## config.mk

```make
export PLATFORM = sky130hd
export DESIGN_NAME = tooth_wheel_rpm_tracker
export DESIGN_NICKNAME = d
export VERILOG_FILES = /design/src/rtl/twrt_pkg.sv /design/src/rtl/tooth_wheel_rpm_tracker.sv
export SDC_FILE = /design/constraint.sdc
export NUM_CORES = 2
export LEC_CHECK = 0
export BUFFER_PORTS_ARGS = -buffer_cell sky130_fd_sc_hd__clkbuf_2
export CAP_MARGIN = 10
export CORE_AREA = 5 5 278 280
export DETAILED_ROUTE_END_ITERATION = 8
export DIE_AREA = 0 0 283 285
export PLACE_DENSITY = 0.76
export SYNTH_ARGS = -nofsm -noshare
export SYNTH_HDL_FRONTEND = slang
export SYNTH_SLANG_ARGS = --single-unit
export TNS_END_PERCENT = 10
```

## constraint.sdc

```tcl
create_clock -name i_clk -period 21.4 [get_ports i_clk]
set_input_delay 2.14 -clock i_clk [delete_from_list [all_inputs] [get_ports i_clk]]
set_output_delay 2.14 -clock i_clk [all_outputs]
set_load 0.02 [all_outputs]
```

## src/rtl/twrt_pkg.sv

```systemverilog
// ============================================================================
// twrt_pkg: shared types and constants of the tooth wheel rpm tracker
// Field widths, arithmetic constants, register indexes and sequencer states.
// ============================================================================
package twrt_pkg;

    localparam int INTERVAL_W = 32;
    localparam int TEETH_W    = 6;
    localparam int TICK_W     = 10;
    localparam int GAP_W      = 10;
    localparam int BAND_W     = 16;
    localparam int RPM_W      = 20;
    localparam int CFG_IDX_W  = 3;
    localparam int CFG_DATA_W = 20;

    // Teeth times tick, and the full rpm divisor.
    localparam int TT_W      = TEETH_W + TICK_W;
    localparam int DIVISOR_W = INTERVAL_W + TT_W;
    // Gap test products: interval times ratio, and (delta + 1) times 1000.
    localparam int GAP_PROD_W = INTERVAL_W + GAP_W;
    localparam int DELTA_W    = INTERVAL_W + 1;
    localparam int SCALED_W   = DELTA_W + GAP_W;

    localparam int NUM_W = 27;
    localparam logic [NUM_W-1:0]  RPM_NUM   = NUM_W'(120000000);
    localparam logic [RPM_W-1:0]  RPM_MAX   = {RPM_W{1'b1}};
    localparam logic [GAP_W-1:0]  GAP_SCALE = GAP_W'(1000);

    // Signed width for the filter compares: reference plus or minus a band.
    localparam int FILT_W = RPM_W + 2;

    localparam int CNT_W     = 5;
    localparam int MUL_STEPS = TT_W;

    typedef enum logic [CFG_IDX_W-1:0] {
        CFG_TEETH_PER_REV = 3'd0,
        CFG_TICK_US       = 3'd1,
        CFG_GAP_RATIO     = 3'd2,
        CFG_RESET_BAND    = 3'd3,
        CFG_HOLD_BAND     = 3'd4,
        CFG_MIN_RPM       = 3'd5,
        CFG_MAX_RPM       = 3'd6
    } t_cfg_idx;

    typedef enum logic [3:0] {
        S_IDLE = 4'b0001,
        S_MUL  = 4'b0010,
        S_DIV  = 4'b0100,
        S_FILT = 4'b1000
    } t_state;

    // True when v lies more than band away from ref on either side.
    function automatic logic outside_band(
        input logic [RPM_W-1:0]  v,
        input logic [RPM_W-1:0]  ref_v,
        input logic [BAND_W-1:0] band
    );
        logic signed [FILT_W-1:0] sv;
        logic signed [FILT_W-1:0] sr;
        logic signed [FILT_W-1:0] sb;
        sv = $signed({2'b00, v});
        sr = $signed({2'b00, ref_v});
        sb = $signed({{(FILT_W-BAND_W){1'b0}}, band});
        return (sv > sr + sb) || (sv < sr - sb);
    endfunction

endpackage

```

## src/rtl/tooth_wheel_rpm_tracker.sv

```systemverilog
// ============================================================================
// tooth_wheel_rpm_tracker: crank wheel speed from tooth edge intervals
// Detects the missing-tooth gap or a full tooth count, computes rpm with a
// bit-serial divider and filters it against a kept reference speed.
// ============================================================================
//
//  Channel | Handshake                  | Payload
//  --------+----------------------------+-------------------------------------
//  input   | i_in_valid / o_in_ready    | i_tooth_interval
//  output  | o_out_valid / i_out_ready  | o_rpm, o_sync, o_tooth_index
//  config  | i_cfg_valid / o_cfg_ready  | i_cfg_index, i_cfg_data
//
//  After the accepting edge a request passes through S_MUL, shift-add
//  multiplication (one multiplier bit a cycle), then, only when a reference
//  point is found, S_DIV, restoring division (one quotient bit a cycle), and
//  last S_FILT, the filter cycle. A new request is accepted only once the
//  block is back in S_IDLE.
//  The result register is separate, so the next request is accepted while a
//  result waits; the filter cycle stalls until that register is free.
//  Reset is synchronous and active low and restores the register defaults.
//
module tooth_wheel_rpm_tracker
    import twrt_pkg::*;
(
    input  logic                   i_clk,
    input  logic                   i_rst_n,
    input  logic                   i_in_valid,
    output logic                   o_in_ready,
    input  logic [INTERVAL_W-1:0]  i_tooth_interval,
    output logic                   o_out_valid,
    input  logic                   i_out_ready,
    output logic [RPM_W-1:0]       o_rpm,
    output logic                   o_sync,
    output logic [TEETH_W-1:0]     o_tooth_index,
    input  logic                   i_cfg_valid,
    output logic                   o_cfg_ready,
    input  logic [CFG_IDX_W-1:0]   i_cfg_index,
    input  logic [CFG_DATA_W-1:0]  i_cfg_data
);

    t_state r_state;

    logic [TEETH_W-1:0] r_teeth;
    logic [TICK_W-1:0]  r_tick;
    logic [GAP_W-1:0]   r_gap;
    logic [BAND_W-1:0]  r_reset_band;
    logic [BAND_W-1:0]  r_hold_band;
    logic [RPM_W-1:0]   r_min_rpm;
    logic [RPM_W-1:0]   r_max_rpm;

    logic [INTERVAL_W-1:0] r_prev;
    logic [INTERVAL_W-1:0] r_delta;
    logic [TEETH_W-1:0]    r_count;
    logic [RPM_W-1:0]      r_ref;
    logic                  r_tracking;
    logic [RPM_W-1:0]      r_cur;

    // Shift-add multiplier operands and accumulators.
    logic [DIVISOR_W-1:0]  r_mp;
    logic [SCALED_W-1:0]   r_md;
    logic [TT_W-1:0]       r_mtt;
    logic [GAP_W-1:0]      r_mg;
    logic [GAP_W-1:0]      r_mk;
    logic [DIVISOR_W-1:0]  r_acc_pt;
    logic [GAP_PROD_W-1:0] r_acc_pg;
    logic [SCALED_W-1:0]   r_acc_d;
    logic [DIVISOR_W-1:0]  n_acc_pt;
    logic [GAP_PROD_W-1:0] n_acc_pg;
    logic [SCALED_W-1:0]   n_acc_d;

    logic [CNT_W-1:0]      r_cnt;
    logic                  r_sync;
    logic                  r_zero;
    logic [NUM_W-1:0]      r_rem;
    logic [NUM_W-1:0]      r_quo;
    logic [RPM_W-1:0]      r_raw;

    logic                  r_out_valid;
    logic [RPM_W-1:0]      r_out_rpm;
    logic                  r_out_sync;
    logic [TEETH_W-1:0]    r_out_idx;

    logic                  in_accept;
    logic                  out_free;
    logic                  n_sync;
    logic [NUM_W:0]        div_trial;
    logic                  div_ge;
    logic [NUM_W-1:0]      n_rem;
    logic [NUM_W-1:0]      n_quo;
    logic [RPM_W-1:0]      n_raw;

    logic [RPM_W-1:0]      f_ref0;
    logic                  f_retake;
    logic [RPM_W-1:0]      f_ref1;
    logic                  f_hold;
    logic [RPM_W-1:0]      f_v1;
    logic [RPM_W-1:0]      f_v2;

    assign o_in_ready  = (r_state == S_IDLE);
    assign o_cfg_ready = 1'b1;
    assign in_accept   = i_in_valid && o_in_ready;
    assign out_free    = !r_out_valid || i_out_ready;

    assign o_out_valid   = r_out_valid;
    assign o_rpm         = r_out_rpm;
    assign o_sync        = r_out_sync;
    assign o_tooth_index = r_out_idx;

    // One multiplier bit per cycle for all three products.
    always_comb begin
        n_acc_pt = r_acc_pt;
        n_acc_pg = r_acc_pg;
        n_acc_d  = r_acc_d;
        if (r_mtt[0]) begin
            n_acc_pt = r_acc_pt + r_mp;
        end
        if (r_mg[0]) begin
            n_acc_pg = r_acc_pg + r_mp[GAP_PROD_W-1:0];
        end
        if (r_mk[0]) begin
            n_acc_d = r_acc_d + r_md;
        end
    end

    // Gap test: delta < floor(prev * ratio / 1000) is (delta + 1) * 1000 <= prev * ratio.
    assign n_sync = (n_acc_d <= {1'b0, n_acc_pg}) || (r_count == r_teeth);

    // Restoring division of the constant numerator, one quotient bit per cycle.
    assign div_trial = {r_rem, RPM_NUM[r_cnt]};
    assign div_ge    = {{(DIVISOR_W-NUM_W-1){1'b0}}, div_trial} >= r_acc_pt;
    assign n_rem     = div_ge ? NUM_W'(div_trial - r_acc_pt[NUM_W:0]) : div_trial[NUM_W-1:0];
    assign n_quo     = {r_quo[NUM_W-2:0], div_ge};
    assign n_raw     = (r_zero || (|n_quo[NUM_W-1:RPM_W])) ? RPM_MAX : n_quo[RPM_W-1:0];

    // Jump-reset and hold filter, then the plausibility range check.
    always_comb begin
        f_ref0   = r_tracking ? r_ref : r_raw;
        f_retake = outside_band(r_raw, f_ref0, r_reset_band);
        f_ref1   = f_retake ? r_raw : f_ref0;
        f_hold   = !f_retake && outside_band(r_raw, f_ref1, r_hold_band);
        f_v1     = f_hold ? f_ref1 : r_raw;
        f_v2     = ((f_v1 < r_min_rpm) || (f_v1 > r_max_rpm)) ? f_ref1 : f_v1;
    end

    always_ff @(posedge i_clk) begin
        if (!i_rst_n) begin
            r_teeth      <= TEETH_W'(12);
            r_tick       <= TICK_W'(50);
            r_gap        <= GAP_W'(700);
            r_reset_band <= BAND_W'(50);
            r_hold_band  <= BAND_W'(20);
            r_min_rpm    <= RPM_W'(100);
            r_max_rpm    <= RPM_W'(4000);
        end else if (i_cfg_valid) begin
            case (t_cfg_idx'(i_cfg_index))
                CFG_TEETH_PER_REV: r_teeth      <= i_cfg_data[TEETH_W-1:0];
                CFG_TICK_US:       r_tick       <= i_cfg_data[TICK_W-1:0];
                CFG_GAP_RATIO:     r_gap        <= i_cfg_data[GAP_W-1:0];
                CFG_RESET_BAND:    r_reset_band <= i_cfg_data[BAND_W-1:0];
                CFG_HOLD_BAND:     r_hold_band  <= i_cfg_data[BAND_W-1:0];
                CFG_MIN_RPM:       r_min_rpm    <= i_cfg_data[RPM_W-1:0];
                CFG_MAX_RPM:       r_max_rpm    <= i_cfg_data[RPM_W-1:0];
                default: begin
                end
            endcase
        end
    end

    always_ff @(posedge i_clk) begin
        if (!i_rst_n) begin
            r_state     <= S_IDLE;
            r_prev      <= '0;
            r_count     <= '0;
            r_ref       <= '0;
            r_tracking  <= 1'b0;
            r_cur       <= '0;
            r_out_valid <= 1'b0;
            r_cnt       <= '0;
            r_sync      <= 1'b0;
        end else begin
            // The filter cycle loads the result register itself when it is free.
            if (i_out_ready && (r_state != S_FILT)) begin
                r_out_valid <= 1'b0;
            end
            case (r_state)
                S_IDLE: begin
                    if (in_accept) begin
                        r_delta  <= i_tooth_interval;
                        r_mp     <= DIVISOR_W'(r_prev);
                        r_md     <= SCALED_W'({1'b0, i_tooth_interval} + DELTA_W'(1));
                        r_mtt    <= TT_W'(r_teeth) * TT_W'(r_tick);
                        r_mg     <= r_gap;
                        r_mk     <= GAP_SCALE;
                        r_acc_pt <= '0;
                        r_acc_pg <= '0;
                        r_acc_d  <= '0;
                        r_cnt    <= '0;
                        r_state  <= S_MUL;
                    end
                end
                S_MUL: begin
                    r_acc_pt <= n_acc_pt;
                    r_acc_pg <= n_acc_pg;
                    r_acc_d  <= n_acc_d;
                    r_mp     <= {r_mp[DIVISOR_W-2:0], 1'b0};
                    r_md     <= {r_md[SCALED_W-2:0], 1'b0};
                    r_mtt    <= {1'b0, r_mtt[TT_W-1:1]};
                    r_mg     <= {1'b0, r_mg[GAP_W-1:1]};
                    r_mk     <= {1'b0, r_mk[GAP_W-1:1]};
                    if (r_cnt == CNT_W'(MUL_STEPS - 1)) begin
                        r_sync <= n_sync;
                        r_zero <= (n_acc_pt == '0);
                        r_rem  <= '0;
                        r_quo  <= '0;
                        r_cnt  <= CNT_W'(NUM_W - 1);
                        r_state <= n_sync ? S_DIV : S_FILT;
                    end else begin
                        r_cnt  <= r_cnt + CNT_W'(1);
                    end
                end
                S_DIV: begin
                    r_rem <= n_rem;
                    r_quo <= n_quo;
                    r_cnt <= r_cnt - CNT_W'(1);
                    if (r_cnt == '0) begin
                        r_raw   <= n_raw;
                        r_state <= S_FILT;
                    end
                end
                S_FILT: begin
                    if (out_free) begin
                        r_out_valid <= 1'b1;
                        r_out_sync  <= r_sync;
                        r_prev      <= r_delta;
                        if (r_sync) begin
                            r_ref      <= f_ref1;
                            r_tracking <= !f_retake;
                            r_cur      <= f_v2;
                            r_count    <= TEETH_W'(1);
                            r_out_rpm  <= f_v2;
                            r_out_idx  <= TEETH_W'(1);
                        end else begin
                            r_count    <= r_count + TEETH_W'(1);
                            r_out_rpm  <= r_cur;
                            r_out_idx  <= r_count + TEETH_W'(1);
                        end
                        r_state <= S_IDLE;
                    end
                end
                default: begin
                    r_state <= S_IDLE;
                end
            endcase
        end
    end

`ifndef SYNTHESIS
    // A reference point always restarts the tooth count at one.
    a_sync_index: assert property (@(posedge i_clk) disable iff (!i_rst_n)
        (o_out_valid && o_sync) |-> (o_tooth_index == TEETH_W'(1)))
        else $error("reference point result with tooth index other than one");

    // Only one request is in flight at a time.
    a_single_request: assert property (@(posedge i_clk) disable iff (!i_rst_n)
        in_accept |=> !o_in_ready)
        else $error("input accepted while a request is still in work");

    // The divider runs only for reference points.
    a_div_on_sync: assert property (@(posedge i_clk) disable iff (!i_rst_n)
        (r_state == S_DIV) |-> r_sync)
        else $error("rpm division started without a reference point");
`endif

endmodule

```

* Yosys cells after proc, flatten, opt, wreduce, memory -nomap -nowiden
Memory sizes are Yosys's and may differ from the RTL's. A register that Yosys moved wholly into a read port is not among the register bits. Cells that the tools add are included.
Word-level totals: register bits after elaboration 581, bits in read-only memories 32, word-level logic and storage cells 152, memories 1
Memory list:
- (no name shown) | words 32, width 1, rd ports 1, clocked after memory_dff 1, wr ports 0, line tooth_wheel_rpm_tracker.sv:129 | assign div_trial = {r_rem, RPM_NUM[r_cnt]};
Operators by class: $add $sub $neg 12, $mul 1, order comparisons 9, eq/ne operators 17, mux-type cells 44, reduce and logical (&&, ||, !) cells 36
Operators with widths (number):
- case mux 48 bit (2 select lines) | 2
- case mux 43 bit (2 select lines) | 2
- two-way mux 48 bit | 3
- two-way mux 43 bit | 3
- two-way mux 20 bit | 5
- two-way mux 42 bit | 2
- case mux 42 bit (2 select lines) | 1
- two-way mux 27 bit | 2
- case mux 27 bit (2 select lines) | 1
- case mux 26 bit (2 select lines) | 1
- adder 48 bit | 1
- greater-or-equal comparator 28 x 48 -> 1 bit | 1
- zero test 48 bit | 1
- adder 43 bit | 1
- less-or-equal comparator 43 x 42 -> 1 bit | 1
- adder 20 x 16 -> 21 bit | 2
- adder 42 bit | 1
- greater-than comparator 20 x 21 -> 1 bit | 2
- < comparator 21 bit | 2
- subtractor 20 x 16 -> 21 bit | 2
- case mux 10 bit (2 select lines) | 2
- adder 32 x 1 -> 33 bit (second input constant) | 1
- case mux 16 bit (2 select lines) | 1
- subtractor 27 bit | 1
- other kinds (38) | 78

* Depth between registers and ports, before layout
depth after elaboration 14, mapped depth 71, gate-level depth less buffers 63

* Worst setup path before layout
No wires, ideal clock.
kind in2reg, from in i_rst_n, to reg r_acc_d[0] (enable), arrival time 21320 ps, setup slack -1200 ps, cell stages on the path 3, buffers on the path 2, cells stage by stage clkbuf_1 clkbuf_1 a21boi_0
On the way: cells in the longest elaborated chain, start to end 1
RTL lines:
- start: declaration | line tooth_wheel_rpm_tracker.sv:26 | input logic i_rst_n,
- AND reduction 3 bit (no line)
- end signal: assignment | line tooth_wheel_rpm_tracker.sv:204 | r_acc_d <= n_acc_d;
- end: declaration | line tooth_wheel_rpm_tracker.sv:66 | logic [SCALED_W-1:0] r_acc_d;
Every way passes these cells. A chain may end at the register's enable or synchronous reset.

* Final worst setup path
from reg r_tracking, to reg r_out_rpm[13], in the netlist o_rpm[13] (data pin)
On the way: cells in the longest elaborated chain, start to end 14, elaborated cells between the ends (all ways) 20, those cells by class add/sub: 4; order compare: 6; mux: 5; reduce/logical: 5
RTL lines:
- start: declaration | line tooth_wheel_rpm_tracker.sv:55 | logic r_tracking;
- start signal: assignment | line tooth_wheel_rpm_tracker.sv:237 | r_tracking <= !f_retake;
- two-way mux 20 bit * | line tooth_wheel_rpm_tracker.sv:137 | f_ref0 = r_tracking ? r_ref : r_raw;
- adder 20 x 16 -> 21 bit or subtractor 20 x 16 -> 21 bit (tied branches) | line twrt_pkg.sv:64 | return (sv > sr + sb) || (sv < sr - sb);
- greater-than comparator 20 x 21 -> 1 bit or < comparator 21 bit (tied branches) | line twrt_pkg.sv:64
- logical OR 1 bit | line twrt_pkg.sv:64
- two-way mux 20 bit * | line tooth_wheel_rpm_tracker.sv:139 | f_ref1 = f_retake ? r_raw : f_ref0;
- via f_ref1[0] | line tooth_wheel_rpm_tracker.sv:94 | logic [RPM_W-1:0] f_ref1;
- adder 20 x 16 -> 21 bit or subtractor 20 x 16 -> 21 bit (tied branches) | line twrt_pkg.sv:64
- greater-than comparator 20 x 21 -> 1 bit or < comparator 21 bit (tied branches) | line twrt_pkg.sv:64
- logical OR 1 bit | line twrt_pkg.sv:64
- logical AND 1 bit | line tooth_wheel_rpm_tracker.sv:140 | f_hold = !f_retake && outside_band(r_raw, f_ref1, r_hold_band);
- two-way mux 20 bit * | line tooth_wheel_rpm_tracker.sv:141 | f_v1 = f_hold ? f_ref1 : r_raw;
- < comparator 20 bit or greater-than comparator 20 bit (tied branches) | line tooth_wheel_rpm_tracker.sv:142 | f_v2 = ((f_v1 < r_min_rpm) || (f_v1 > r_max_rpm)) ? f_ref1 : f_v1;
- logical OR 1 bit | line tooth_wheel_rpm_tracker.sv:142
- two-way mux 20 bit * | line tooth_wheel_rpm_tracker.sv:142
- two-way mux 20 bit *
- end signal: assignment | line tooth_wheel_rpm_tracker.sv:240 | r_out_rpm <= f_v2;
- end signal: assignment | line tooth_wheel_rpm_tracker.sv:244 | r_out_rpm <= r_cur;
- end: declaration | line tooth_wheel_rpm_tracker.sv:79 | logic [RPM_W-1:0] r_out_rpm;
The timed path passes the listed nets; every way through them passes the cells marked *.

==> results by group <==
Logic synthesis
  – Main combinational cell family by area after synthesis: simple AND/OR/NAND/NOR gates
  – Sequential share of the synthesized area: 0.3713
  – Share of the synthesized area in the top cell type: 0.2812
  – Syn Inst Count: ~4.6k
  – Synth Area in Adders: 0.1430
  – Mapped Nets: 5,159
  – Synth Cell Area: ~42,000 um^2
  – #FFs+latches synth: 582
  – Number of synthesized flops with an enable pin: ~390
  – Simple-Gate Fraction of Synth Area: 0.1868
  – Syn Area/Cell: roughly 9 um^2
  – Count leader, synth: nand2_1
  – Compound-Gate Fraction of Synth Area: 0.1763
  – XOR/XNOR Fraction of Synth Area: 0.04695
  – Cell variety after synth: between 90 and 100
  – Primary FF master, synth: edfxtp_1
  – Top cells by area, synth: edfxtp_1 28%, ha_1 12%, dfxtp_1 9.0%, nand2_1 6.4%, a21oi_1 3.5%
  – Commonest cells post-synth: 712 x nand2_1, 414 x ha_1, 393 x edfxtp_1
  – Synth area leader: edfxtp_1
  – Synthesis Warnings: 0
  – Multiplexer share of the synthesized area: 0.03762
  – Ys async rst share: 0

Setup path
  – Peak per-stage delay on the critical path: ~0.54 ns
  – Type of origin of the critical path: flop
  – CP max-delay cell: a311oi_4
  – CP Data Arrival Time: approximately 15 ns
  – Most used cell, CP: o21ai_0
  – Critical path class: reg -> reg
  – CP Max Fanout: 38
  – FF-to-FF Start: r_tracking
  – Setup crit start: r_tracking
  – Worst setup EP type: flop
  – Worst path required time: around 22 ns

Placed design
  – Post-DP HPWL: just under 80 mm
  – DP Area: between 40,000 and 50,000 um^2
  – RePlAce Congestion: 0.9124
  – Port bufs: between 80 and 90

STA
  – Fin. max-slew vios: 0
  – Min Tclk post-route: about 15 ns
  – Fin. Hold Viols: 0
  – Skew final: 0.02659 ns
  – Hold Slack: 0.4617 ns
  – Least-Margin Pin Slew: between 1 and 1.5 ns
  – Setup_tns: 0 ns
  – RSZ-0062 raised after global routing: no
  – Final setup viols: 0
  – Slew headroom: 0.2593
  – Fin crit share: 0.6976
  – Fmax: about 67 MHz

Run
  – Max-Cap Viols: 0

Min path
  – Hold WC Path Type: reg -> reg
  – Hold Path Origin: r_prev[7]

Die
  – DIE WIDTH: around 280 um
  – # rows: 100
  – DIE HEIGHT: about 290 um
  – Die ar.: a little over 80,000 um^2
  – Initial Util: 0.5657
  – Core box area: about 74,000 um^2
  – I/O pins: 90

Layout
  – Area growth syn-to-layout: 8.449%
  – Share of cells above drive strength 1: 0.07960
  – # diodes: 0
  – # nets final: between 5k and 6k
  – Post-route cell area: about 46,000 um^2
  – Fillers: around 6.3k

Power and ir drop
  – P per Cell Area: approximately 66 nW/um^2
  – Maximum VDD drop: approximately 63 uV
  – Total chip power: between 3 and 4 mW
  – Static Leak: around 18 nW

Clock tree
  – Cts repair resizes: 0
  – Num CTS Buffers: 66
  – H-tree levels: 3
  – Clock slew at reported path FFs: 0.06 ns
  – Hold_buf cts: 0
  – Sink Count: about 580
  – Root Buffer: clkbuf_16
  – Clk Latency, worst-skew pair: slightly above 0.6 ns
  – Post-CTS setup buffer count: 0
  – CTS tree: done
  – Clk buf depth: 3

Run status
  – Status: finished clean

GRT
  – Busiest grt layer: met2
  – Grt ovf: 0
  – Grt met2 use: 0.4107
  – First-pass GRT wire length: about 170 mm
  – Largest net degree at the start of global routing: ~160
  – GRT Total Usage: 0.2479
  – Vias in the first global route: 32.10k
  – GR met1 Demand/Resource: 0.3448
  – Antenna violations before repair: 0
  – Met3 Usage GRT: 0.02931

Detailed routing
  – Vias per inst: roughly 5.9
  – DR WL/cell: roughly 18 um
  – Antenna-violating nets left: 0
  – Vias: 33.67k
  – Drt pass-1 iters: 5
  – Total Routed Length: 104.0 mm
  – Residual DRC count: 0
  – Drt initial violations: roughly 2.6k
## cell usage in the layout (no fill, tap or decap), types with 101 or more instances in the layout
cell type	synthesis	routed
a21boi_0	145	143
a21o_1	105	105
a21oi_1	292	292
and2_1	138	138
dfxtp_1	189	188
edfxtp_1	393	393
ha_1	414	414
inv_1	239	239
nand2_1	712	712
nand3_1	101	101
nor2_1	338	337
o21ai_0	206	206
xnor2_1	141	141
## worst paths after layout
check | endpoint | slack [ns] | depth (start not counted)
max | o_rpm[13] | 6.47 | 60
min | r_prev[7] | 0.46 | 2
min reg2reg | r_prev[7] | 0.46 | 2
max reg2reg | o_rpm[13] | 6.47 | 60
## per-stage QoR
step                      worst slack (ns)  std cells  utilization
after floorplan                      5.637       4644            -
after CTS                            6.704       5680       0.6135
final                                6.471       5680       0.6135
after global routing                 5.592       5680       0.6135
after global placement               7.207       5559       0.5832
after detailed placement             6.864       5559       0.5832
## cell families after synthesis
family	count (synthesis)
flip-flops	582
buffers and inverters	415
XOR/XNOR	225
other	1
AO/OA/AOI/OAI	1131
multiplexers	146
AND/OR/NAND/NOR	1689
adder cells (fa/ha/maj)	455
## power breakdown
part	internal, mW	total [mW]	switching, mW
combinational	0.230	0.570	0.340
clock	0.691	1.18	0.488
sequential	1.24	1.27	0.0276
## layout make-up
| type | count | area (um^2) | share of cell area |
|---|---|---|---|
| well taps | 969 | 1212 | 0.02664 |
| flip-flops and latches | 582 | 15590 | 0.3424 |
| multi-input cells | 3647 | 24880 | 0.5465 |
| clock inverters | 36 | 479.2 | 0.01053 |
| clock buffers | 85 | 1764 | 0.03876 |
| repair buffers | 119 | 688.2 | 0.01512 |
| inverters | 242 | 910.9 | 0.02001 |
## flip-flops by register name, indices dropped and copies added (netlist names), 27 cells and up
register / count
r_acc_d: 43
r_acc_pg: 42
r_acc_pt: 48
r_delta: 32
r_md: 43
r_mp: 48
r_prev: 32
r_rem: 27
## critical path, delay by kind of cell, from the launching register on
family	cells	cell delay [ns]
AOI/OAI and AO/OA	30	6.49
xor gates and xnor gates	2	0.28
adders and majority gates	6	1.85
buffers and inverters	4	1.46
DFF	1	0.53
muxes	2	0.77
and+or+nand+nor	16	3.16
## layer usage
metal / part of all wire / wire [um]
met5: 0 / 0
met4: 0.026 / 2745
met2: 0.46 / 48200
met3: 0.049 / 5065
met1: 0.46 / 48000
(Power assumes the default switching activity.)
